<file path="src/rtl/core/ptd_pkg.sv">
// shared types and constants of the periodic task dispatcher
`default_nettype none

package ptd_pkg;

	localparam int unsigned MAX_TASKS_DEFAULT = 16;

	localparam int unsigned OPCODE_W = 3;
	localparam int unsigned INDEX_W  = 4;
	localparam int unsigned FREQ_W   = 16;
	localparam int unsigned TIME_W   = 32;
	localparam int unsigned KIND_W   = 2;
	localparam int unsigned SLOT_W   = 4;

	// period in ms is 1000 / freq_hz, at most 1000
	localparam int unsigned PERIOD_W      = 10;
	localparam int unsigned MS_PER_SECOND = 1000;
	localparam int unsigned DIV_CNT_W     = $clog2(PERIOD_W);

	// at most this many due slots are reported per tick
	localparam int unsigned RES_LIMIT = 16;
	localparam int unsigned RES_CNT_W = $clog2(RES_LIMIT + 1);

	typedef enum logic [OPCODE_W-1:0] {
		OP_TICK     = 3'd0,
		OP_CREATE   = 3'd1,
		OP_START    = 3'd2,
		OP_STOP     = 3'd3,
		OP_SET_FREQ = 3'd4
	} opcode_t;

	typedef enum logic [KIND_W-1:0] {
		KIND_DUE     = 2'd0,
		KIND_CREATED = 2'd1,
		KIND_FULL    = 2'd2
	} kind_t;

	typedef struct packed {
		logic                started;
		logic [PERIOD_W-1:0] period;
		logic [TIME_W-1:0]   last_run;
	} entry_t;

endpackage

`default_nettype wire

</file>
<file path="src/rtl/core/periodic_task_dispatcher.sv">
// periodic task dispatcher: task table in one memory, sequential scan and period divider
//
//   channel | valid     | stall     | payload
//   --------+-----------+-----------+----------------------------------------------
//   request | req_valid | req_stall | opcode, task_index, freq_hz, start_now, now_ms
//   result  | res_valid | res_stall | kind, slot, last
//
// tick: one table entry read per cycle from the single read port, while a stalled result does not hold the scan.
// create and set frequency: the period divider makes one quotient bit a cycle.
// start and stop: read, modify, write back. table full: a full result only, no table write.
// reset clears the task count and control registers, not the table; every entry is written by create before it is read.
// a stalled result holds the scan once a further due slot is found; one more due result waits in a pending register.
`default_nettype none

module periodic_task_dispatcher #(
	parameter int unsigned MAX_TASKS = ptd_pkg::MAX_TASKS_DEFAULT
) (
	input  wire logic                          clk,
	input  wire logic                          arst_n,
	input  wire logic                          req_valid,
	output      logic                          req_stall,
	input  wire logic [ptd_pkg::OPCODE_W-1:0]  opcode,
	input  wire logic [ptd_pkg::INDEX_W-1:0]   task_index,
	input  wire logic [ptd_pkg::FREQ_W-1:0]    freq_hz,
	input  wire logic                          start_now,
	input  wire logic [ptd_pkg::TIME_W-1:0]    now_ms,
	output      logic                          res_valid,
	input  wire logic                          res_stall,
	output      logic [ptd_pkg::KIND_W-1:0]    kind,
	output      logic [ptd_pkg::SLOT_W-1:0]    slot,
	output      logic                          last
);

	import ptd_pkg::*;

	localparam int unsigned IDX_W = (MAX_TASKS > 1) ? $clog2(MAX_TASKS) : 1;
	localparam int unsigned CNT_W = $clog2(MAX_TASKS + 1);
	localparam int unsigned CMP_W = (CNT_W > INDEX_W) ? CNT_W : INDEX_W;

	typedef enum logic [2:0] {
		S_IDLE,
		S_DIV,
		S_CWRITE,
		S_FULL,
		S_MREAD,
		S_MWRITE,
		S_TEVAL,
		S_TFIN
	} state_t;

	state_t state_q, state_n;

	// task table
	entry_t mem [MAX_TASKS];
	entry_t rd_data_q;
	logic   we, re;
	logic [IDX_W-1:0] waddr, raddr;
	entry_t wdata;

	// request registers
	logic [OPCODE_W-1:0] op_q;
	logic [IDX_W-1:0]    idx_q;
	logic [FREQ_W-1:0]   freq_q;
	logic                start_q;
	logic [TIME_W-1:0]   now_q;

	logic [CNT_W-1:0]     count_q;
	logic [IDX_W-1:0]     scan_idx_q;
	logic [RES_CNT_W-1:0] res_n_q;
	logic                 pend_v_q;
	logic [SLOT_W-1:0]    pend_slot_q;

	// period divider: remainder, dividend shifting out while quotient shifts in
	logic [FREQ_W-1:0]    rem_q;
	logic [PERIOD_W-1:0]  div_q;
	logic [DIV_CNT_W-1:0] div_cnt_q;
	logic [FREQ_W:0]      trial;
	logic                 trial_ge;
	logic [PERIOD_W-1:0]  period_n;

	logic                  out_v_q;
	logic [KIND_W-1:0]     kind_q;
	logic [SLOT_W-1:0]     slot_q;
	logic                  last_q;
	logic                  out_free;
	logic                  out_load;
	logic [KIND_W-1:0]     out_kind_n;
	logic [SLOT_W-1:0]     out_slot_n;
	logic                  out_last_n;

	logic accept;
	logic idx_ok;
	logic full;
	logic [TIME_W-1:0] diff;
	logic due, rep, hold, last_slot;

	assign req_stall = (state_q != S_IDLE);
	assign accept    = req_valid && !req_stall;
	assign res_valid = out_v_q;
	assign kind      = kind_q;
	assign slot      = slot_q;
	assign last      = last_q;
	assign out_free  = !out_v_q || !res_stall;

	assign idx_ok = CMP_W'(task_index) < CMP_W'(count_q);
	assign full   = (count_q == CNT_W'(MAX_TASKS));

	assign trial    = {rem_q, div_q[PERIOD_W-1]};
	assign trial_ge = trial >= {1'b0, freq_q};
	assign period_n = (freq_q == '0) ? '0 : div_q;

	assign diff      = now_q - rd_data_q.last_run;
	assign due       = rd_data_q.started && (diff >= TIME_W'(rd_data_q.period));
	assign rep       = res_n_q < RES_CNT_W'(RES_LIMIT);
	assign hold      = due && rep && pend_v_q && !out_free;
	assign last_slot = (CNT_W'(scan_idx_q) + CNT_W'(1)) == count_q;

	always_comb begin
		state_n    = state_q;
		we         = 1'b0;
		waddr      = idx_q;
		wdata      = rd_data_q;
		re         = 1'b0;
		raddr      = scan_idx_q + IDX_W'(1);
		out_load   = 1'b0;
		out_kind_n = KIND_DUE;
		out_slot_n = pend_slot_q;
		out_last_n = 1'b0;
		unique case (state_q)
			S_IDLE: begin
				if (accept) begin
					unique case (opcode)
						OP_TICK: begin
							if (count_q != '0) begin
								re      = 1'b1;
								raddr   = '0;
								state_n = S_TEVAL;
							end
						end
						OP_CREATE: begin
							state_n = full ? S_FULL : S_DIV;
						end
						OP_START, OP_STOP: begin
							if (idx_ok) begin
								re      = 1'b1;
								raddr   = IDX_W'(task_index);
								state_n = S_MWRITE;
							end
						end
						OP_SET_FREQ: begin
							if (idx_ok) begin
								state_n = S_DIV;
							end
						end
						default: begin
						end
					endcase
				end
			end
			S_DIV: begin
				if (div_cnt_q == DIV_CNT_W'(PERIOD_W - 1)) begin
					state_n = (op_q == OP_CREATE) ? S_CWRITE : S_MREAD;
				end
			end
			S_CWRITE: begin
				if (out_free) begin
					we               = 1'b1;
					waddr            = IDX_W'(count_q);
					wdata.started    = start_q;
					wdata.period     = period_n;
					wdata.last_run   = '0;
					out_load         = 1'b1;
					out_kind_n       = KIND_CREATED;
					out_slot_n       = SLOT_W'(count_q);
					out_last_n       = 1'b1;
					state_n          = S_IDLE;
				end
			end
			S_FULL: begin
				if (out_free) begin
					out_load   = 1'b1;
					out_kind_n = KIND_FULL;
					out_slot_n = '0;
					out_last_n = 1'b1;
					state_n    = S_IDLE;
				end
			end
			S_MREAD: begin
				re      = 1'b1;
				raddr   = idx_q;
				state_n = S_MWRITE;
			end
			S_MWRITE: begin
				we = 1'b1;
				case (op_q)
					OP_START:    wdata.started = 1'b1;
					OP_STOP:     wdata.started = 1'b0;
					OP_SET_FREQ: wdata.period  = period_n;
					default: begin
					end
				endcase
				state_n = S_IDLE;
			end
			S_TEVAL: begin
				if (!hold) begin
					if (due) begin
						we             = 1'b1;
						waddr          = scan_idx_q;
						wdata.last_run = now_q;
						// a newer due slot pushes the pending one out, not last
						if (rep && pend_v_q) begin
							out_load = 1'b1;
						end
					end
					if (last_slot) begin
						state_n = S_TFIN;
					end else begin
						re = 1'b1;
					end
				end
			end
			S_TFIN: begin
				if (!pend_v_q) begin
					state_n = S_IDLE;
				end else if (out_free) begin
					out_load   = 1'b1;
					out_last_n = 1'b1;
					state_n    = S_IDLE;
				end
			end
			default: begin
				state_n = S_IDLE;
			end
		endcase
	end

	always_ff @(posedge clk) begin
		if (we) begin
			mem[waddr] <= wdata;
		end
		if (re) begin
			rd_data_q <= mem[raddr];
		end
	end

	always_ff @(posedge clk or negedge arst_n) begin
		if (!arst_n) begin
			state_q     <= S_IDLE;
			count_q     <= '0;
			scan_idx_q  <= '0;
			res_n_q     <= '0;
			pend_v_q    <= 1'b0;
			pend_slot_q <= '0;
			out_v_q     <= 1'b0;
			kind_q      <= '0;
			slot_q      <= '0;
			last_q      <= 1'b0;
			op_q        <= '0;
			idx_q       <= '0;
			freq_q      <= '0;
			start_q     <= 1'b0;
			now_q       <= '0;
			rem_q       <= '0;
			div_q       <= '0;
			div_cnt_q   <= '0;
		end else begin
			state_q <= state_n;

			if (out_load) begin
				out_v_q <= 1'b1;
				kind_q  <= out_kind_n;
				slot_q  <= out_slot_n;
				last_q  <= out_last_n;
			end else if (!res_stall) begin
				out_v_q <= 1'b0;
			end

			unique case (state_q)
				S_IDLE: begin
					if (accept) begin
						op_q       <= opcode;
						idx_q      <= IDX_W'(task_index);
						freq_q     <= freq_hz;
						start_q    <= start_now;
						now_q      <= now_ms;
						scan_idx_q <= '0;
						res_n_q    <= '0;
						pend_v_q   <= 1'b0;
						rem_q      <= '0;
						div_q      <= PERIOD_W'(MS_PER_SECOND);
						div_cnt_q  <= '0;
					end
				end
				S_DIV: begin
					div_q     <= {div_q[PERIOD_W-2:0], trial_ge};
					rem_q     <= trial_ge ? FREQ_W'(trial - {1'b0, freq_q}) : FREQ_W'(trial);
					div_cnt_q <= div_cnt_q + DIV_CNT_W'(1);
				end
				S_CWRITE: begin
					if (out_free) begin
						count_q <= count_q + CNT_W'(1);
					end
				end
				S_TEVAL: begin
					if (!hold) begin
						if (due && rep) begin
							pend_v_q    <= 1'b1;
							pend_slot_q <= SLOT_W'(scan_idx_q);
							res_n_q     <= res_n_q + RES_CNT_W'(1);
						end
						if (!last_slot) begin
							scan_idx_q <= scan_idx_q + IDX_W'(1);
						end
					end
				end
				S_TFIN: begin
					if (out_free) begin
						pend_v_q <= 1'b0;
					end
				end
				default: begin
				end
			endcase
		end
	end

endmodule

`default_nettype wire

</file>
<file path="config.mk">
export PLATFORM = sky130hd
export DESIGN_NAME = periodic_task_dispatcher
export DESIGN_NICKNAME = d
export VERILOG_FILES = /design/src/rtl/core/ptd_pkg.sv /design/src/rtl/core/periodic_task_dispatcher.sv
export SDC_FILE = /design/constraint.sdc
export NUM_CORES = 1
export LEC_CHECK = 0
export ABC_AREA = 1
export BUFFER_PORTS_ARGS = -buffer_cell sky130_fd_sc_hd__buf_4
export CORE_MARGIN = 2
export CORE_UTILIZATION = 46
export DETAILED_ROUTE_END_ITERATION = 8
export GPL_TIMING_DRIVEN = 0
export PLACE_DENSITY = 0.66
export SYNTH_ARGS = -nofsm -noshare
export SYNTH_HDL_FRONTEND = slang
export SYNTH_SLANG_ARGS = --single-unit
</file>
<file path="constraint.sdc">
create_clock -name clk -period 8 [get_ports clk]
set_input_delay 0.8 -clock clk [delete_from_list [all_inputs] [get_ports clk]]
set_output_delay 0.8 -clock clk [all_outputs]
set_load 0.02 [all_outputs]
</file>
# ---- Word level (Yosys, flattened, before mapping)
# Memories as Yosys holds them, arrays and structs flattened. A register that Yosys moved wholly into a read port is not among the register bits.
# Cells that the tools add are included.
dict set report totals {
  ff_bits 116
  ram_bits 688
  in_bits 60
  out_inout_bits 9
  word_cells 166
  n_memories 1
}
# name words width rd rd_ports_with_merged_regs wr line_no
set memory_table {}
lappend memory_table {mem 16 43 1 1 1 periodic_task_dispatcher.sv:54} ;# entry_t mem [MAX_TASKS];
dict set report op_classes {
  addsub 7
  magnitude_cmp 4
  n_eq_ne 30
  mux 76
  bitwise 1
  reduce_logical 29
}
# cell count
set op_table {}
lappend op_table {{two-way mux 32 bit} 2}
lappend op_table {{case mux 32 bit (2 select lines)} 1}
lappend op_table {{case mux 4 bit (2 select lines)} 6}
lappend op_table {{two-way mux 4 bit} 11}
lappend op_table {{two-way mux 43 bit} 1}
lappend op_table {{>= comparator 32 x 10 -> 1 bit} 1}
lappend op_table {{two-way mux 16 bit} 2}
lappend op_table {{case mux 16 bit (2 select lines)} 1}
lappend op_table {{subtractor 32 bit} 1}
lappend op_table {{two-way mux 10 bit} 3}
lappend op_table {{two-way mux 3 bit} 10}
lappend op_table {{case mux 11 bit (2 select lines)} 1}
lappend op_table {{two-way mux 1 bit} 21}
lappend op_table {{case mux 3 bit (7 select lines)} 1}
lappend op_table {{case mux 10 bit (2 select lines)} 1}
lappend op_table {{equality test 3 x 2 -> 1 bit, second input constant} 6}
lappend op_table {{equality test 3 bit, second input constant} 6}
lappend op_table {{>= comparator 17 x 16 -> 1 bit} 1}
lappend op_table {{logical NOT 16 bit} 1}
lappend op_table {{subtractor 16 bit} 1}
lappend op_table {{two-way mux 5 bit} 3}
lappend op_table {{!= test 2 bit, second input constant} 7}
lappend op_table {{case mux 1 bit (3 select lines)} 4}
lappend op_table {{case mux 3 bit (4 select lines)} 1}
lappend op_table {{other kinds (30)} 54}

# ---- Longest topological paths before layout
# Gate-level depths: netlist of the first run.
dict set report depth {
  word_depth 10
  mapped_depth 30
  depth_no_buf 30
}

# ---- Worst setup path before layout of the first run
# No wires, ideal clock.
dict set report synth_timing {
  path_type {register to register}
  startpoint {register, netlist name rd_data_q[0]}
  endpoint {memory mem[0][0] in the netlist's numbering (enable)}
  setup_ns 0.444
  t_arrival_ns 5.072
  required_time_ns 7.556
  setup_slack_ns 2.484
  path_stages_with_launch 29
  n_path_buf 1
  synth_period_minus_slack_ns 5.516
  path_cell_list {edfxtp_1 > ha_1 > fa_1 > inv_1 > nand2_1 > nand2_1 > and2_1 > xor2_1 > ha_1 > nand2_1 > nor2_1 > nand2_1 > nand2_1 > nor2_1 > nand2_1 > a21boi_0 > nand3_1 > nor2_1 > nand3_1 > nor2_2 > nand2_2 > o211ai_4 > buf_6 > nand2_1 > nand3_2 > nand2_2 > nor2_4 > nand2_1 > nor2_1}
}
dict set report synth_via {
  elab_chain_len 10
  word_cells_on_any_way 14
  classes_between {add/sub: 1; order compare: 1; mux: 8; reduce/logical: 4}
}
# element line_no
set synth_lines {}
lappend synth_lines {{subtractor 32 bit (*)} periodic_task_dispatcher.sv:112} ;# assign diff = now_q - rd_data_q.last_run;
lappend synth_lines {{>= comparator 32 x 10 -> 1 bit (*)} periodic_task_dispatcher.sv:113} ;# assign due = rd_data_q.started && (diff >= TIME_W'(rd_data_q.period));
lappend synth_lines {{logical AND 1 bit (*)} periodic_task_dispatcher.sv:113}
lappend synth_lines {{logical AND 1 bit (3 in series)} periodic_task_dispatcher.sv:115} ;# assign hold = due && rep && pend_v_q && !out_free;
lappend synth_lines {{two-way mux 1 bit} periodic_task_dispatcher.sv:205} ;# if (!hold) begin
lappend synth_lines {{case mux 1 bit (3 select lines)} periodic_task_dispatcher.sv:129} ;# unique case (state_q)
lappend synth_lines {{two-way mux 1 bit} periodic_task_dispatcher.sv:238} ;# if (we) begin
lappend synth_lines {{two-way mux 1 bit (implied by the code)} periodic_task_dispatcher.sv:239} ;# mem[waddr] <= wdata;
lappend synth_lines {{end: declaration} periodic_task_dispatcher.sv:54}
# Mark *: on every way between the ends. The rest lies on a longest branch, timed or not.

# ---- Worst setup path in the final report of the first run
dict set report layout_timing {
  startpoint {register, netlist name rd_data_q[0]}
  endpoint {memory mem[12][12] in the netlist's numbering (enable)}
}
dict set report layout_via {
  elab_chain_len 10
  word_cells_on_any_way 14
  classes_between {add/sub: 1; order compare: 1; mux: 8; reduce/logical: 4}
}
# element line_no
set layout_lines {}
lappend layout_lines {{subtractor 32 bit (*)} periodic_task_dispatcher.sv:112}
lappend layout_lines {{>= comparator 32 x 10 -> 1 bit (*)} periodic_task_dispatcher.sv:113}
lappend layout_lines {{logical AND 1 bit (*)} periodic_task_dispatcher.sv:113}
lappend layout_lines {{logical AND 1 bit (3 in series)} periodic_task_dispatcher.sv:115}
lappend layout_lines {{two-way mux 1 bit} periodic_task_dispatcher.sv:205}
lappend layout_lines {{case mux 1 bit (3 select lines)} periodic_task_dispatcher.sv:129}
lappend layout_lines {{two-way mux 1 bit} periodic_task_dispatcher.sv:238}
lappend layout_lines {{two-way mux 1 bit (implied by the code)} periodic_task_dispatcher.sv:239}
# Marks and branches as above.

==> out/results.ini, run 1 <==
[sta]
hold_viol_final=0
slew_headroom_pct=4.45
fin_crit_sh_pct=77.5
maxSlewViolCount=0
period_needed_ns=6.20
rsz0062_at_grt=false
fmax_mhz=161
finClkSkew_ns=0.0456
setup_viol=0
worst_pin_slew_ns=1.43

[cts]
clk_path_buf_depth=3
postCtsHoldBufs=1
cts_sinks=847
cts_buffers=85
clk_pin_slew_worst_paths_ns=0.06
clock_latency_ns=0.66
cts_resized=0
cts_root_buffer=clkbuf_16
cts_tree=yes
h-tree-depth=3
post_cts_buffers=0

[routing]
drt_wl_total_um=106000
drcViolationCount=0
drtPass1Iterations=8
wl_per_cell_um=22.3
drt_iter0_drc=2824
route.vias.total=26900
post_drt_via_cell_ratio=5.65
drtAntennaViolNets=0

[synth]
yosys_most_used_dff=edfxtp_1
syn_area_um2=38300
synthTopCellsByArea=edfxtp_1 (57%), dfrtp_1 (7.6%), nand2_1 (5.8%)
synthCells=3418
synth_top_area_share_pct=57.3
ys_ff_latch=847
async_flop_share_pct=13.7
synth_warnings=0
syn_area_per_cell_um2=11.2
yosysSeqAreaShare_pct=64.8
ys_types=52
synthesis.nets=3546
synth_top_area_cell=edfxtp_1
synth_edf_count=731

[placed_design]
gp_congestion=0.932
placedCellCount=4601
dp_hpwl_um=77100
io_buffers=68

[job]
max_cap_viol_count=0

[global_routing]
grt_max_degree=93
overflow=0
grt_pass1_wl_um=159000
grt_pass1_vias=25800
globalRouteTotalUtil_pct=24.7
antenna_found_initial=1

[floorplanning]
dieArea_um2=85600
core_area_um2=82200
io_pins=69
rows=105
start_util_pct=46.6
fp.dieH_um=293
die_x_um=293

[setup_path]
cp.arrival_ns=6.54
cp_slowest_cell=nor2_4
crit_path_max_incr_delay_ns=0.77
cp_max_fo=22
critPathCaptureType=register
crit_required_ns=8.34
cpMostUsedCell=nand2_1
path_class=register to register
r2r_slack_ns=1.80
setup.worst_path.start_class=register

[cells_and_area]
layout.cells.non_filler=4762
finalNetCount=3752
syn2layout_area_growth_pct=14.0
drive_above_1_share_pct=13.8
fillCellCount=7015

[run_status]
status=completed

[min_path]
holdCritPathClass=input pin to register

-- cell usage after synthesis (6+ instances only) --
cell type / number
inv_1: 241
o21ai_0: 292
a31oi_1: 6
edfxtp_1: 731
o21bai_1: 88
inv_2: 11
dfrtp_1: 116
nand4_1: 11
buf_1: 15
buf_2: 33
nor2_1: 190
nand2_1: 588
nand3_1: 244
o211ai_1: 267
nor3_1: 12
xor2_1: 21
nor2_2: 6
o22ai_1: 17
clkbuf_1: 112
or2_2: 174
nand3b_1: 7
ha_1: 66
a21oi_1: 62
a22oi_1: 31
nand2_2: 6
clkbuf_2: 9
xnor2_1: 12
-- cells in the final DEF, fill, tap and decap left out, drive strengths merged, types with 6 or more instances in the layout --
cell    netlist  final
xor2         21     21
nor3         12     12
a31oi         6      6
nand4        11     11
clkbuf      121    220
ha           66     66
edfxtp      731    731
bufinv        0      9
a21oi        64     64
buf          52    170
o21bai       88     88
nor2        198    198
o22ai        17     17
o21ai       297    297
clkinv        4     46
a22oi        31     31
dfrtp       116    116
nand3       247    247
nand3b        7      7
or2         175    175
o211ai      268    268
nand2       594    594
xnor2        12     12
inv         252    254
-- layout make-up --
class | instances | area [µm²] | area share, %
antenna | 2 | 5.00 | 0.0115
buffer | 173 | 724 | 1.66
clock buffer | 99 | 2200 | 5.04
clock inverter | 54 | 551 | 1.26
inverter | 256 | 961 | 2.20
multi-input combinational | 2142 | 11900 | 27.3
sequential | 847 | 24900 | 56.9
tap | 1070 | 1340 | 3.06
timing repair buffer | 119 | 1130 | 2.60
-- final timing paths --
kind	depth (start not counted)	startpoint	endpoint
setup / recovery	29	rd_data_q[0]$_DFFE_PP_	mem[12][12]$_DFFE_PP_
setup reg to reg	29	rd_data_q[0]$_DFFE_PP_	mem[12][12]$_DFFE_PP_
hold reg to reg	2	last$_DFFE_PN0P_	last$_DFFE_PN0P_
min in group asynchronous	2	arst_n	div_cnt_q[1]$_DFFE_PN0P_
max in group asynchronous	3	arst_n	now_q[21]$_DFFE_PN0P_
hold / removal	3	now_ms[17]	now_q[17]$_DFFE_PN0P_
-- sequential cells by signal, indices dropped and copies added, names as in the netlist, 4 cells and up --
register,cells
count_q,5
div_cnt_q,4
div_q,10
freq_q,16
idx_q,4
mem,688
now_q,32
pend_slot_q,4
rd_data_q,43
rem_q,16
res_n_q,5
scan_idx_q,4
slot,4
-- metrics by stage --
step                hold WS, ns  setup slack [ns]  cell area, µm²  utilization, %  TNS [ns]
floorplan                 0.449              2.48           38300               -         0
global placement          0.460            -0.922           40200            48.9   -315.07
detailed placement        0.469              1.77           40900            49.7         0
CTS                       0.322              1.73           43600            53.1         0
global route              0.338              1.54           43700            53.1         0
finish                    0.347              1.80           43700            53.1         0
-- layer usage --
layer  global-route usage [%]  share of wire (%)
met1                     35.5                 44
met2                     39.6                 46
met3                     3.52                8.0
met4                     6.64                2.1
met5                        0                  0
-- cells by family (layout without fill, tap and decap cells) --
family	after synthesis	after routing	share of synthesized area [%]
fa+ha+maj	68	68	2.26
other cells	0	2	0
buf+inv	429	701	4.40
compound gates	787	787	13.1
flops	847	847	64.8
simple gates	1254	1254	14.6
xor+xnor	33	33	0.754
-- critical path: cells and delay by family, from the launching register on --
family / cells / cell delay [ns]
simple gates: 20 / 2.70
xor+xnor: 1 / 0.36
fa+ha+maj: 3 / 1.09
buf+inv: 3 / 0.62
compound gates: 2 / 0.58
flops: 1 / 0.50
Power of run 1 is left out: the tool's default activity adds up to more than one toggle a clock period on the data nets, which glitch-free logic cannot reach.
==> run 2, diff against run 1 <==
--- a/config.mk
+++ b/config.mk
@@ -11,7 +11,7 @@
 export CORE_UTILIZATION = 46
 export DETAILED_ROUTE_END_ITERATION = 8
 export GPL_TIMING_DRIVEN = 0
-export PLACE_DENSITY = 0.66
+export PLACE_DENSITY = 0.69
 export SYNTH_ARGS = -nofsm -noshare
 export SYNTH_HDL_FRONTEND = slang
 export SYNTH_SLANG_ARGS = --single-unit
==> constraint.sdc (replaced) <==
create_clock -name clk -period 5.5 [get_ports clk]
set_input_delay 0.55 -clock clk [delete_from_list [all_inputs] [get_ports clk]]
set_output_delay 0.55 -clock clk [all_outputs]
set_load 0.02 [all_outputs]
==> out/results.ini, run 2 (synthesis gave the netlist of run 1 again) <==
[sta]
period_needed_ns=5.37  ; -0.831 ns
worst_pin_slew_ns=1.49  ; +0.0597 ns
hold_viol_final=0  ; unchanged
slew_headroom_pct=0.475  ; -4.0 points
fmax_mhz=186  ; +15%
setup_viol=0  ; unchanged
finClkSkew_ns=0.0519  ; +0.00638 ns
setup_ws_ns=0.130  ; -1.67 ns
maxSlewViolCount=0  ; unchanged
fin_crit_sh_pct=97.6  ; +20 points
fin_tns_setup_ns=0  ; unchanged

[floorplanning]
start_util_pct=46.6  ; unchanged
io_pins=69  ; unchanged
die_x_um=293  ; unchanged
fp.dieH_um=293  ; unchanged
rows=105  ; unchanged
dieArea_um2=85600  ; unchanged
core_area_um2=82200  ; unchanged

[routing]
drt_iter0_drc=3265  ; +16%
post_drt_via_cell_ratio=5.77  ; +2.3%
wl_per_cell_um=23.2  ; +3.9%
drcViolationCount=0  ; unchanged
drtPass1Iterations=6  ; -2
drt_wl_total_um=111000  ; +4.6%
route.vias.total=27700  ; +2.9%
drtAntennaViolNets=0  ; unchanged

[placed_design]
gp_congestion=0.910  ; -2.3%
dp_slack_ns=-0.548  ; -2.32 ns
io_buffers=68  ; unchanged
post_dp_cell_area_um2=40900  ; +0.17%
dp_hpwl_um=77500  ; +0.51%

[cts]
clock_latency_ns=0.66  ; about the same
h-tree-depth=3  ; unchanged
cts_sinks=847  ; unchanged
cts_tree=yes
clk_pin_slew_worst_paths_ns=0.06  ; about the same
cts_buffers=86  ; +1.2%
clk_path_buf_depth=3  ; unchanged
cts_root_buffer=clkbuf_16

[job]
max_cap_viol_count=1  ; +1

[global_routing]
use_met2_pct=40.4  ; +0.79 points
grt_pass1_wl_um=166000  ; +4.3%
grt_pass1_vias=26900  ; +4.1%
grt_max_degree=93  ; unchanged
grt_util_met3_pct=4.49  ; +0.97 points
met1_usage_pct=36.7  ; +1.2 points
overflow=0  ; unchanged
grt-busiest-layer=met2
antenna_found_initial=3  ; +2
globalRouteTotalUtil_pct=25.8  ; +1.0 points

[setup_path]
cp_slowest_cell=edfxtp_1
crit_path_max_incr_delay_ns=0.51  ; -0.26 ns
cpMostUsedCell=nand2_1
cp_top_family=simple AND/OR/NAND/NOR gates
path_class=register to register
cp.arrival_ns=5.72  ; -0.82 ns
crit_required_ns=5.85  ; -2.49 ns
cp_max_fo=6  ; -73%
critPathCaptureType=register
r2r-start=rd_data_q[0]$_DFFE_PP_
setup.worst_path.start_class=register
cp_num_buf_inv=2  ; -1
startpoint=rd_data_q[0]$_DFFE_PP_

[cells_and_area]
regMostFlops=mem
diodes=0  ; -2
largest_reg_flops=688  ; unchanged
drive_above_1_share_pct=15.5  ; +1.7 points
syn2layout_area_growth_pct=15.9
top_regs=mem (688), rd_data_q (43), now_q (32)
finalNetCount=3784  ; +0.85%
final_common_cell=edfxtp_1
fin_area_um2=44400  ; +1.6%
final_cell_mix=edfxtp_1 (731), nand2_1 (585), o21ai_0 (284), o211ai_1 (267), inv_1 (241)

[run_status]
violations=capacitance limit
status=complete, but fails checks

[min_path]
holdCritPathClass=input pin to register
min_from=now_ms[19]

run 2: cell count changes in the layout (fill, tap and decap cells not counted), sizes merged:
cell and delta:
clkinv -5, diode -2, buf +28, clkinvlp +2, clkbuf +12, inv -1
nor2 +3, bufinv -6
run 2: what timing repair did:
| item | CTS | global route |
|---|---|---|
| endpoints found under the setup margin | 1005 | 879 |
| hold endpoints to repair | 24 | 0 |
| pin swaps | 19 | 6 |
| gates resized for setup | 23 | 22 |
| gates cloned | 3 | 0 |
| hold buffers | 1 | 0 |
| buffers inserted | 28 | 7 |
run 2: cell type report:
type | instances | area, µm²
Buffer | 173 | 724
Fill cell | 6937 | 37800
Tap cell | 1070 | 1340
Clock inverter | 44 | 358
Multi-Input combinational cell | 2145 | 12200
Inverter | 256 | 961
Clock buffer | 111 | 2340
Timing Repair Buffer | 147 | 1640
Sequential cell | 847 | 24900
run 2: tightest hold or removal path, delay by kind of cell:
| kind | cells | cell delay, ns |
|---|---|---|
| buf+inv | 1 | 0.08 |
| simple gates | 2 | 0.08 |
run 2: final timing paths:
check | end | slack [ns] | cells after the start
min in group asynchronous | freq_q[4]$_DFFE_PN0P_ | 0.34 | 2
setup / recovery | mem[11][1]$_DFFE_PP_ | 0.13 | 26
hold / removal | now_q[19]$_DFFE_PN0P_ | 0.11 | 3
max in group asynchronous | now_q[25]$_DFFE_PN0P_ | 4.38 | 3
hold reg to reg | last$_DFFE_PN0P_ | 0.47 | 2
setup reg to reg | mem[11][1]$_DFFE_PP_ | 0.13 | 26
run 2: routing by layer:
layer	routed length [µm]	up-vias
met5	0	-
met4	3420	0
li1	-	12700
met1	45800	13400
met3	11600	216
met2	50300	1361
run 2: stage by stage:
step	utilization, %	std cells	hold slack [ns]
floorplan	-	3418	0.254
global placement	48.9	4556	0.461
detailed placement	49.8	4598	0.428
CTS	53.7	4785	0.0818
global route	54.0	4793	0.113
finish	54.0	4793	0.108
Power of run 2 is left out for the same reason.
